===== src/hdl/bac_pkg.sv =====
// ----------------------------------------------------------------------------
// bac_pkg
// Shared constants, types and the final decision function of the bond-angle
// structure classifier.
// ----------------------------------------------------------------------------
package bac_pkg;

  localparam int COORD_BITS_DEF     = 24;
  localparam int MAX_NEIGHBOURS_DEF = 14;

  localparam int DIG_W     = 8;   // multiplier digit per cycle
  localparam int CHI_W     = 7;   // histogram bin counter width
  localparam int CONST_W   = 20;  // width of squared edge constants
  localparam int MIN_NEIGH = 6;

  localparam int K145        = 145;
  localparam int K155        = 155;
  localparam int K600        = 600;
  localparam int ONE_MILLION = 1000000;

  localparam logic [2:0] CLS_OTHER = 3'd0;
  localparam logic [2:0] CLS_FCC   = 3'd1;
  localparam logic [2:0] CLS_HCP   = 3'd2;
  localparam logic [2:0] CLS_BCC   = 3'd3;
  localparam logic [2:0] CLS_ICO   = 3'd4;

  typedef logic [7:0][CHI_W-1:0] chi_t;

  // squared cosine bin edges, in millionths
  function automatic logic [CONST_W-1:0] edge_sq(input logic [2:0] e);
    logic [CONST_W-1:0] v;
    case (e)
      3'd0:    v = CONST_W'(893025);
      3'd1:    v = CONST_W'(837225);
      3'd2:    v = CONST_W'(570025);
      3'd3:    v = CONST_W'(38025);
      3'd4:    v = CONST_W'(38025);
      3'd5:    v = CONST_W'(60025);
      3'd6:    v = CONST_W'(632025);
      default: v = '0;
    endcase
    return v;
  endfunction

  function automatic int iabs(input int v);
    return (v < 0) ? -v : v;
  endfunction

  function automatic logic [2:0] classify_fn(input chi_t chi, input logic [4:0] n1,
                                             input logic [3:0] mask);
    int c [8];
    int den;
    int fv;
    int hv;
    int n;
    logic bcc;
    logic [2:0] cls;
    for (int i = 0; i < 8; i++) begin
      c[i] = int'(chi[i]);
    end
    n   = int'(n1);
    den = c[5] + c[6] - c[4];
    if (c[0] == 7) begin
      bcc = 1'b1;
    end else if (den == 0) begin
      bcc = 1'b0;
    end else if (den < 0) begin
      bcc = 1'b1;
    end else begin
      bcc = (840 * c[4]) <= (100 * den * iabs(24 - c[6]));
    end
    fv = 122 * (iabs(c[0] + c[1] - 6) + c[2]);
    hv = 100 * (iabs(c[0] - 3) + iabs(c[0] + c[1] + c[2] + c[3] - 9));
    if (c[0] == 6) begin
      fv = 0;
    end else if (c[0] <= 3) begin
      hv = 0;
    end
    if (c[7] > 0) begin
      cls = CLS_OTHER;
    end else if (c[4] < 3) begin
      cls = (mask[3] && n >= 11 && n <= 13) ? CLS_ICO : CLS_OTHER;
    end else if (bcc) begin
      cls = (mask[2] && n >= 11) ? CLS_BCC : CLS_OTHER;
    end else if (n > 12 || n < 11) begin
      cls = CLS_OTHER;
    end else if (fv < hv) begin
      cls = mask[0] ? CLS_FCC : CLS_OTHER;
    end else begin
      cls = mask[1] ? CLS_HCP : CLS_OTHER;
    end
    return cls;
  endfunction

endpackage


===== src/hdl/bac_store.sv =====
// ----------------------------------------------------------------------------
// bac_store
// Neighbour store: one write port, one registered read port.
// ----------------------------------------------------------------------------
module bac_store import bac_pkg::*; #(
  parameter int DEPTH = MAX_NEIGHBOURS_DEF,
  parameter int WIDTH = 5 * COORD_BITS_DEF
) (
  input  logic                     clk,
  input  logic                     wr_en,
  input  logic [$clog2(DEPTH)-1:0] wr_addr,
  input  logic [WIDTH-1:0]         wr_data,
  input  logic                     rd_en,
  input  logic [$clog2(DEPTH)-1:0] rd_addr,
  output logic [WIDTH-1:0]         rd_data
);

  logic [WIDTH-1:0] mem [DEPTH];

  always_ff @(posedge clk) begin
    if (wr_en) begin
      mem[wr_addr] <= wr_data;
    end
  end

  always_ff @(posedge clk) begin
    if (rd_en) begin
      rd_data <= mem[rd_addr];
    end
  end

endmodule


===== config.mk =====
export PLATFORM = sky130hd
export DESIGN_NAME = bac_store
export DESIGN_NICKNAME = d
export VERILOG_FILES = /design/src/hdl/bac_pkg.sv /design/src/hdl/bac_store.sv
export SDC_FILE = /design/constraint.sdc
export NUM_CORES = 1
export LEC_CHECK = 0
export CAP_MARGIN = 20
export CORE_MARGIN = 10
export CORE_UTILIZATION = 37
export DETAILED_ROUTE_END_ITERATION = 8
export DONT_BUFFER_PORTS = 1
export PLACE_DENSITY_LB_ADDON = 0.12
export SKIP_LAST_GASP = 1
export SLEW_MARGIN = 20
export SYNTH_ARGS = -nofsm -noshare
export SYNTH_HDL_FRONTEND = slang
export SYNTH_SLANG_ARGS = --single-unit

===== constraint.sdc =====
create_clock -name clk -period 11.6 [get_ports clk]
set_input_delay 0.58 -clock clk [delete_from_list [all_inputs] [get_ports clk]]
set_output_delay 0.58 -clock clk [all_outputs]
set_load 0.1 [all_outputs]

==> impl_metrics.toml <==
[timing]
rsz0062_at_grt = "no"
fmax_mhz = 381.2
tightestPinTransition_ps = 1284
slew_violations = 0
finClkSkew_ps = 32.86
finalCritPeriodShare = 0.2262
relSlewSlack = 0.1440
hold_violations = 0
setup_violations = 0
fin_tns_setup_ps = 0
min_period_ps = 2624

[logic_synthesis]
ys_top_cells_by_count = "edfxtp_1 (1800), mux4_2 (360)"
yosysSeqAreaShare = 0.8071
yosysTopAreaCellShare = 0.8071
syn_avg_cell_area_um2 = 23.83
synth.cell_area_mm2 = 0.06697
yosysTopAreaCell = "edfxtp_1"
synth_fp_nets = 2941
netlist_instances = 2810
synthFlopType = "edfxtp_1"
ys_ff_latch = 1800
synth_most_common_cell = "edfxtp_1"
synthTopCellsByArea = "edfxtp_1 (81%), mux4_2 (12%), mux2_2 (2.0%)"
synth_edf_count = 1800
ys_types = 20
async_flop_share = 0
synth_warnings = 0

[detailed_routing]
wl_per_cell_um = 29.49
firstDrtPassIters = 5
drt_first_iter_violations = 2547
ant_nets = 0
drcViolationCount = 0
drt-vias-per-instance = 5.313
wl_um = 164100
vias = 29550

[grt]
grt_pass1_vias = 31810
grt_pass1_wl_um = 236600
gr-total-overflow = 0
antenna_found_initial = 33
grt_max_degree = 481
track_usage = 0.1644

[clock_tree]
cts-resized-gates = 0
cts_root_buffer = "clkbuf_16"
tritoncts = "yes"
clockBufferDepth = 3
post_cts.repair.setup_buffers = 0
clk_pin_slew_ps = 60
clock-sinks = 1800
cts_buffers = 189
h-tree-depth = 4
clk_latency_ps = 820
ctsHoldBuffers = 125

[power_and_ir_drop]
max-vdd-ir-drop_v = 0.0001218
p_leak_nw = 23.97
fin_total_pwr_mw = 14.05
power.density_mw_per_mm2 = 182.1

[placement]
finalWeightedCongestion = 0.6847
portBuffers = 0
dp_hpwl_um = 79080

[critical_path]
end_kind = "register"
critPathArrivalTime_ps = 3150
crit_type = "input port to register"
required_ps = 12130
reg2regPathDepth = 3
start_kind = "input port"
worst-path-max-fanout = 112

[cells_and_area]
multi_input_area_mm2 = 0.01224
nNetsFinal = 3160
area_growth_pct = 15.19
regArea_mm2 = 0.05405
drive_above_1_share = 0.2519
fillers = 15360

[floorplan]
start_util = 0.3713
core-area_mm2 = 0.1804
dieArea_mm2 = 0.1984
num_rows = 156
io_pins = 251
dieHeight_um = 445.4
die_w_um = 445.4

[status]
outcome = "finished, final reports clean"

[worst_hold_path]
hold_depth = 1
hold_class = "input port to register"

[job]
max_cap_violations = 0
[final cells by class]
type                    instances  share of cell area
repair buffers                175             0.02454
flip-flops and latches       1800              0.7007
multi-input cells             863              0.1586
diodes                          9           0.0002920
well taps                    2370             0.03844
clock inverters               108             0.01285
clock buffers                 238             0.06452
[final timing paths]
| path | from | to | slack, ps |
|---|---|---|---|
| min | rd_addr[2] | rd_data[17]$_DFFE_PP_ | 140 |
| max | rd_addr[0] | rd_data[116]$_DFFE_PP_ | 8980 |
| min reg2reg | mem[13][10]$_DFFE_PP_ | rd_data[10]$_DFFE_PP_ | 750 |
| max reg2reg | mem[3][13]$_DFFE_PP_ | rd_data[13]$_DFFE_PP_ | 9910 |
[cell usage in the layout (no fill, tap or decap)]
cell type	count
buf_12	12
diode_2	9
buf_16	6
or2_4	1
nand3b_1	2
or3b_2	1
edfxtp_1	1800
clkbuf_1	46
nor3_4	1
inv_6	5
bufinv_16	15
nand3_1	1
nor3_2	3
clkinv_2	31
nand2_1	1
clkinvlp_4	3
mux4_2	360
nand2b_4	1
buf_4	34
clkinv_16	3
a21oi_1	120
buf_6	1
clkinv_1	48
clkinv_8	3
nand2b_1	2
nor2_4	10
mux2i_1	120
dlygate4sd3_1	122
mux2_2	120
clkbuf_16	192
o22ai_1	120
[worst max-delay path, stage by stage]
cell     delay (ps)
buf_16          490
buf_16          670
mux4_2          590
mux2i_1         330
a21oi_1         110
[power breakdown]
group / switching, mW / total [mW] / internal, mW
Combinational: 0.333 / 0.586 / 0.253
Clock: 2.47 / 5.84 / 3.37
Sequential: 0.290 / 7.63 / 7.34
Total: 3.09 / 14.0 / 11.0
[per-layer routing]
metal / routed length (um) / GRT usage / part of all wire / vias to the layer above
met5: 48 / 0 / 0.00029 / -
li1: - / - / - / 12480
met1: 69700 / 0.2148 / 0.42 / 16140
met2: 83080 / 0.2802 / 0.51 / 675
met4: 4093 / 0.04671 / 0.025 / 8
met3: 7152 / 0.03127 / 0.044 / 246
[flip-flops by register name, summed over array words and instances, names as in the netlist]
signal   cells
mem       1680
rd_data    120
[stage by stage]
stage          cells  hold WS [ps]    util  cell area [um^2]  setup slack (ps)
6_report        5563         141.6  0.4277             77140              8977
2_1_floorplan   2810         678.9       -             66970              1655
3_5_place_dp    5079         680.2  0.3867             69740              8282
3_3_place_gp    5072         680.2  0.3859             69600              8151
5_1_grt         5560         61.02  0.4277             77130              8833
4_1_cts         5550         15.02  0.4270             77010              8991
[kinds of logic (layout without fill, tap and decap cells)]
logic type      Yosys count  in the layout  share of synthesized area
compound gates          240            240                    0.02018
buf+inv                 147            521                    0.01179
flops                  1800           1800                     0.8071
mux                     600            600                     0.1592
other cells               0              9                          0
simple gates             23             23                   0.001719
Note: power is estimated with default switching activity, not from simulation.
