<file path="src/hdl/bac_pkg.sv">
// ----------------------------------------------------------------------------
// bac_pkg
// Shared constants, types and the final decision function of the bond-angle
// structure classifier.
// ----------------------------------------------------------------------------
package bac_pkg;

  localparam int COORD_BITS_DEF     = 24;
  localparam int MAX_NEIGHBOURS_DEF = 14;

  localparam int DIG_W     = 8;   // multiplier digit per cycle
  localparam int CHI_W     = 7;   // histogram bin counter width
  localparam int CONST_W   = 20;  // width of squared edge constants
  localparam int MIN_NEIGH = 6;

  localparam int K145        = 145;
  localparam int K155        = 155;
  localparam int K600        = 600;
  localparam int ONE_MILLION = 1000000;

  localparam logic [2:0] CLS_OTHER = 3'd0;
  localparam logic [2:0] CLS_FCC   = 3'd1;
  localparam logic [2:0] CLS_HCP   = 3'd2;
  localparam logic [2:0] CLS_BCC   = 3'd3;
  localparam logic [2:0] CLS_ICO   = 3'd4;

  typedef logic [7:0][CHI_W-1:0] chi_t;

  // squared cosine bin edges, in millionths
  function automatic logic [CONST_W-1:0] edge_sq(input logic [2:0] e);
    logic [CONST_W-1:0] v;
    case (e)
      3'd0:    v = CONST_W'(893025);
      3'd1:    v = CONST_W'(837225);
      3'd2:    v = CONST_W'(570025);
      3'd3:    v = CONST_W'(38025);
      3'd4:    v = CONST_W'(38025);
      3'd5:    v = CONST_W'(60025);
      3'd6:    v = CONST_W'(632025);
      default: v = '0;
    endcase
    return v;
  endfunction

  function automatic int iabs(input int v);
    return (v < 0) ? -v : v;
  endfunction

  function automatic logic [2:0] classify_fn(input chi_t chi, input logic [4:0] n1,
                                             input logic [3:0] mask);
    int c [8];
    int den;
    int fv;
    int hv;
    int n;
    logic bcc;
    logic [2:0] cls;
    for (int i = 0; i < 8; i++) begin
      c[i] = int'(chi[i]);
    end
    n   = int'(n1);
    den = c[5] + c[6] - c[4];
    if (c[0] == 7) begin
      bcc = 1'b1;
    end else if (den == 0) begin
      bcc = 1'b0;
    end else if (den < 0) begin
      bcc = 1'b1;
    end else begin
      bcc = (840 * c[4]) <= (100 * den * iabs(24 - c[6]));
    end
    fv = 122 * (iabs(c[0] + c[1] - 6) + c[2]);
    hv = 100 * (iabs(c[0] - 3) + iabs(c[0] + c[1] + c[2] + c[3] - 9));
    if (c[0] == 6) begin
      fv = 0;
    end else if (c[0] <= 3) begin
      hv = 0;
    end
    if (c[7] > 0) begin
      cls = CLS_OTHER;
    end else if (c[4] < 3) begin
      cls = (mask[3] && n >= 11 && n <= 13) ? CLS_ICO : CLS_OTHER;
    end else if (bcc) begin
      cls = (mask[2] && n >= 11) ? CLS_BCC : CLS_OTHER;
    end else if (n > 12 || n < 11) begin
      cls = CLS_OTHER;
    end else if (fv < hv) begin
      cls = mask[0] ? CLS_FCC : CLS_OTHER;
    end else begin
      cls = mask[1] ? CLS_HCP : CLS_OTHER;
    end
    return cls;
  endfunction

endpackage

</file>
<file path="src/hdl/bac_mul.sv">
// ----------------------------------------------------------------------------
// bac_mul
// Shared unsigned multiplier, one 8-bit digit of b per cycle.
// ----------------------------------------------------------------------------
module bac_mul import bac_pkg::*; #(
  parameter int PW = 4 * COORD_BITS_DEF + CONST_W,
  parameter int BW = 2 * COORD_BITS_DEF
) (
  input  logic          clk,
  input  logic          rst_n,
  input  logic          start,
  input  logic [PW-1:0] a,
  input  logic [BW-1:0] b,
  output logic          done,
  output logic [PW-1:0] p
);

  localparam int NC  = (BW + DIG_W - 1) / DIG_W;
  localparam int NCW = (NC > 1) ? $clog2(NC) : 1;

  logic [PW-1:0]  a_r;
  logic [BW-1:0]  b_r;
  logic [PW-1:0]  acc_r;
  logic [NCW-1:0] cnt_r;
  logic           busy_r;
  logic           done_r;

  always_ff @(posedge clk) begin
    if (!rst_n) begin
      busy_r <= 1'b0;
      done_r <= 1'b0;
      cnt_r  <= '0;
    end else begin
      done_r <= 1'b0;
      if (start) begin
        busy_r <= 1'b1;
        cnt_r  <= '0;
      end else if (busy_r) begin
        cnt_r <= cnt_r + NCW'(1);
        if (cnt_r == NCW'(NC - 1)) begin
          busy_r <= 1'b0;
          done_r <= 1'b1;
        end
      end
    end
  end

  always_ff @(posedge clk) begin
    if (start) begin
      a_r   <= a;
      b_r   <= b;
      acc_r <= '0;
    end else if (busy_r) begin
      acc_r <= acc_r + PW'(a_r * b_r[DIG_W-1:0]);
      a_r   <= a_r << DIG_W;
      b_r   <= b_r >> DIG_W;
    end
  end

  assign done = done_r;
  assign p    = acc_r;

endmodule

</file>
<file path="config.mk">
export PLATFORM = sky130hd
export DESIGN_NAME = bac_mul
export DESIGN_NICKNAME = d
export VERILOG_FILES = /design/src/hdl/bac_pkg.sv /design/src/hdl/bac_mul.sv
export SDC_FILE = /design/constraint.sdc
export NUM_CORES = 2
export LEC_CHECK = 0
export BUFFER_PORTS_ARGS = -buffer_cell sky130_fd_sc_hd__buf_2
export CAP_MARGIN = 20
export CORE_MARGIN = 3
export CORE_UTILIZATION = 35
export CTS_CLUSTER_SIZE = 25
export DETAILED_ROUTE_END_ITERATION = 7
export HOLD_SLACK_MARGIN = 0.15
export PLACE_DENSITY = 0.6
export RECOVER_POWER = 25
export SLEW_MARGIN = 10
export SYNTH_ARGS = -nofsm -noshare
export SYNTH_HDL_FRONTEND = slang
export SYNTH_SLANG_ARGS = --single-unit
</file>
<file path="constraint.sdc">
create_clock -name clk -period 14.7 [get_ports clk]
set_input_delay 2.205 -clock clk [delete_from_list [all_inputs] [get_ports clk]]
set_output_delay 2.205 -clock clk [all_outputs]
set_load 0.01 [all_outputs]
</file>
==> results.rst <==
.. list-table::
   :header-rows: 1

   * - Metric
     - Value
   * - Setup bufs post-CTS
     - 0
   * - Share of post-route cells with drive strength above 1
     - 11.3%
   * - Final setup TNS
     - 0 ns
   * - Post-synthesis instance area
     - 42200 µm²
   * - Element type at the critical path start
     - input port
   * - Clock tree from TritonCTS
     - built
   * - Multi-input gate area
     - 30600 µm²
   * - Clock slew at reported path FFs
     - 0.07 ns
   * - Post-Syn Area per Cell
     - 9.42 µm²
   * - Count of unique library cells instantiated by Yosys
     - 78
   * - Syn Nets
     - 5552
   * - Commonest cells after routing, fill and taps aside
     - 913 x sky130_fd_sc_hd__inv_1, 774 x sky130_fd_sc_hd__fa_1, 638 x sky130_fd_sc_hd__and2_1
   * - Post-synth EDFFs
     - 164
   * - Clk Tree Root Cell
     - sky130_fd_sc_hd__clkbuf_16
   * - RSZ-0062 raised after global routing
     - false
   * - Worst min-delay path category
     - reg -> reg
   * - Antenna violations before repair
     - 7
   * - Gate Count Post-Synth
     - 4484
   * - Die ar.
     - 125000 µm²
   * - Highest clock rate
     - 112 MHz
   * - Area of all sequential standard cells
     - 7350 µm²
   * - Worst clock skew
     - 0.0349 ns
   * - Final routed wirelength across all metal layers
     - 128000 µm
   * - Total of cells resized after clock tree synthesis
     - 0
   * - Wire length of the first global-routing pass
     - 201000 µm
   * - Setup slack after layout
     - 5.79 ns
   * - Setup Viol. Count Final
     - 0
   * - End-of-flow core utilization
     - 38.8%
   * - Number of nets in the layout
     - 5680
   * - Chip Width
     - 353 µm
   * - Worst Tran Pin Value
     - 4.54 ns
   * - Detailed-route wire length per cell
     - 20.5 µm
   * - Syn. warnings
     - 0
   * - Worst skew pair latency
     - 0.61 ns
   * - Detail-routed via count per cell
     - 4.99
   * - Placement-stage worst setup slack
     - 6.57 ns
   * - Port Buffers
     - 283
   * - Maximum level of the CTS H-tree
     - 2
   * - Dpl hpwl
     - 101000 µm
   * - Slowest cell delay on critical path
     - 3.45 ns
   * - Most common flop cell mapped by yosys
     - sky130_fd_sc_hd__edfxtp_1
   * - Violated checks
     - capacitance limit, slew limit
   * - Final Instance Area
     - 46100 µm²
   * - Number of flip-flops and latches in the synthesized netlist
     - 285
   * - Initial core utilization
     - 35.5%
   * - Post-synth ARST share
     - 0%
   * - Cell area reported after detailed placement
     - 45000 µm²
   * - Number of max-slew violations in the final report
     - 233
   * - Max_slew headroom
     - -204%
   * - Max Root-Sink Buffers
     - 3
   * - Post-route clock period utilization
     - 60.6%
   * - Routed vias
     - 31100
   * - First-pass DRT Iterations
     - 5
   * - Via count of the first global-routing pass
     - 33300
   * - Minimum period implied by the final worst setup slack
     - 8.91 ns
   * - Number of placement rows
     - 126
   * - Crit path capture type
     - register
   * - MaxCap Viol Count
     - 3
   * - Inserted Clock Buffers
     - 36
   * - Most common cell after layout, fill and taps aside
     - sky130_fd_sc_hd__inv_1
   * - Global placement routability congestion
     - 0.985
   * - Cell Chain, Critical Path
     - clkbuf_1, nor2_1, clkinvlp_2, buf_4
   * - Total track usage
     - 20.8%
   * - Part of the Yosys area used for sequential elements
     - 17.4%
   * - Fill cell total of the finished layout
     - 12100
   * - Cell with the largest stage delay on the worst path
     - sky130_fd_sc_hd__clkinvlp_2
   * - Total gr overflow
     - 0
   * - Antenna violation net count after detailed routing
     - 0
   * - Arrival time of the worst setup path
     - 9.10 ns
   * - Hold Fails Final Rpt
     - 0
   * - Count of boundary I/O pins
     - 284
   * - Required time of the worst setup path
     - 14.89 ns
   * - Post-synthesis to final-layout area growth
     - 9.26%
   * - Hold Buf Count CTS
     - 0
   * - Core outline area
     - 119000 µm²
   * - Outcome
     - finished, violations left
   * - Top fanout value on the critical path
     - 96
   * - Clock sink total
     - 285
   * - Type of the worst setup path
     - in -> reg
   * - Pin count of the biggest net entering global routing
     - 97
   * - Initial detailed-routing violation count
     - 2026
   * - Y dimension of the die
     - 353 µm
   * - Number of design rule violations left after detail routing
     - 0
-- stage by stage --
step                      cells  hold WS [ns]
after floorplan            4484         0.447
after global placement     6174         0.480
final                      6241         0.472
after CTS                  6240         0.488
after global routing       6240         0.495
after detailed placement   6174         0.477
-- synth_stat cells, types with 3 or more instances --
cell	n	area, µm²
sky130_fd_sc_hd__o22ai_1	40	250
sky130_fd_sc_hd__o21a_1	19	143
sky130_fd_sc_hd__a221oi_1	3	26.3
sky130_fd_sc_hd__a31o_2	3	26.3
sky130_fd_sc_hd__a221o_1	5	50.1
sky130_fd_sc_hd__o221ai_1	5	43.8
sky130_fd_sc_hd__buf_1	17	63.8
sky130_fd_sc_hd__mux2i_1	64	641
sky130_fd_sc_hd__and3_1	11	68.8
sky130_fd_sc_hd__ha_1	127	1590
sky130_fd_sc_hd__xor2_1	46	403
sky130_fd_sc_hd__a41oi_1	3	26.3
sky130_fd_sc_hd__o2111ai_1	3	26.3
sky130_fd_sc_hd__nor4_1	7	43.8
sky130_fd_sc_hd__nor2_1	161	604
sky130_fd_sc_hd__a211oi_1	7	52.6
sky130_fd_sc_hd__nand4_1	57	357
sky130_fd_sc_hd__nor3_1	21	105
sky130_fd_sc_hd__o21ai_1	22	110
sky130_fd_sc_hd__a21o_1	48	360
sky130_fd_sc_hd__dfxtp_1	121	2420
sky130_fd_sc_hd__mux2_2	149	1680
sky130_fd_sc_hd__o31ai_1	4	30.0
sky130_fd_sc_hd__xnor2_1	77	674
sky130_fd_sc_hd__nand2b_1	11	68.8
sky130_fd_sc_hd__a21oi_1	152	761
sky130_fd_sc_hd__o211ai_1	9	67.6
sky130_fd_sc_hd__or3_1	5	31.3
sky130_fd_sc_hd__a21boi_1	4	30.0
sky130_fd_sc_hd__clkbuf_1	186	698
sky130_fd_sc_hd__nand2_1	385	1450
sky130_fd_sc_hd__nand3_1	21	105
sky130_fd_sc_hd__o21bai_1	24	180
sky130_fd_sc_hd__a31oi_1	17	106
sky130_fd_sc_hd__o21ai_0	65	325
sky130_fd_sc_hd__a211oi_2	3	37.5
sky130_fd_sc_hd__buf_2	12	60.1
sky130_fd_sc_hd__inv_1	913	3430
sky130_fd_sc_hd__and4_1	3	26.3
sky130_fd_sc_hd__edfxtp_1	164	4920
sky130_fd_sc_hd__a21oi_2	3	26.3
sky130_fd_sc_hd__nor2b_1	16	100
sky130_fd_sc_hd__fa_1	774	15500
sky130_fd_sc_hd__or2_2	4	25.0
sky130_fd_sc_hd__and2_1	651	4070
-- flip-flops by register name (all words and copies together), names as in the netlist --
| name | flops |
|---|---|
| done | 1 |
| b_r | 48 |
| busy_r | 1 |
| p | 116 |
| a_r | 116 |
| cnt_r | 3 |
-- cells by family after synthesis --
kind of cell	count (synthesis)	synth area share, %
fa+ha+maj	901	40.4
simple gates	1365	16.9
compound gates	467	7.11
buf+inv	1130	10.1
xor+xnor	123	2.55
mux	213	5.49
flops	285	17.4
-- critical path, delay by kind of cell --
family,cells,cell delay (ns)
AND/OR/NAND/NOR,1,0.54
buffers and inverters,3,6.22
-- metal layers --
| layer | track usage, % | share of wire (%) | wire length (µm) | up-vias |
|---|---|---|---|---|
| li1 | - | - | - | 14000 |
| met1 | 27.8 | 42 | 54100 | 15900 |
| met2 | 33.8 | 47 | 59500 | 1062 |
| met3 | 5.12 | 8.6 | 11000 | 166 |
| met4 | 4.99 | 2.6 | 3300 | 2 |
| met5 | 0 | 0.042 | 54 | - |
-- cell type report --
class | instances | area share [%]
multi-input combinational | 3069 | 66.4
sequential | 285 | 15.9
inverter | 914 | 7.44
tap | 1600 | 4.34
timing repair buffer | 306 | 3.37
clock buffer | 48 | 2.19
clock inverter | 18 | 0.350
antenna | 1 | 0.00542
-- path summary, 6_finish.rpt --
kind	slack, ns	to	startpoint	depth (start not counted)
worst max-delay path	5.79	a_r[55]	start	4
worst min-delay path	0.47	done	cnt_r[2]	2
worst max register to register	6.34	p[104]	b_r[0]	23
worst min register to register	0.47	done	cnt_r[2]	2
Power is not shown: default switching activity piles up to over one toggle a cycle in this logic, so the estimate is an artifact.
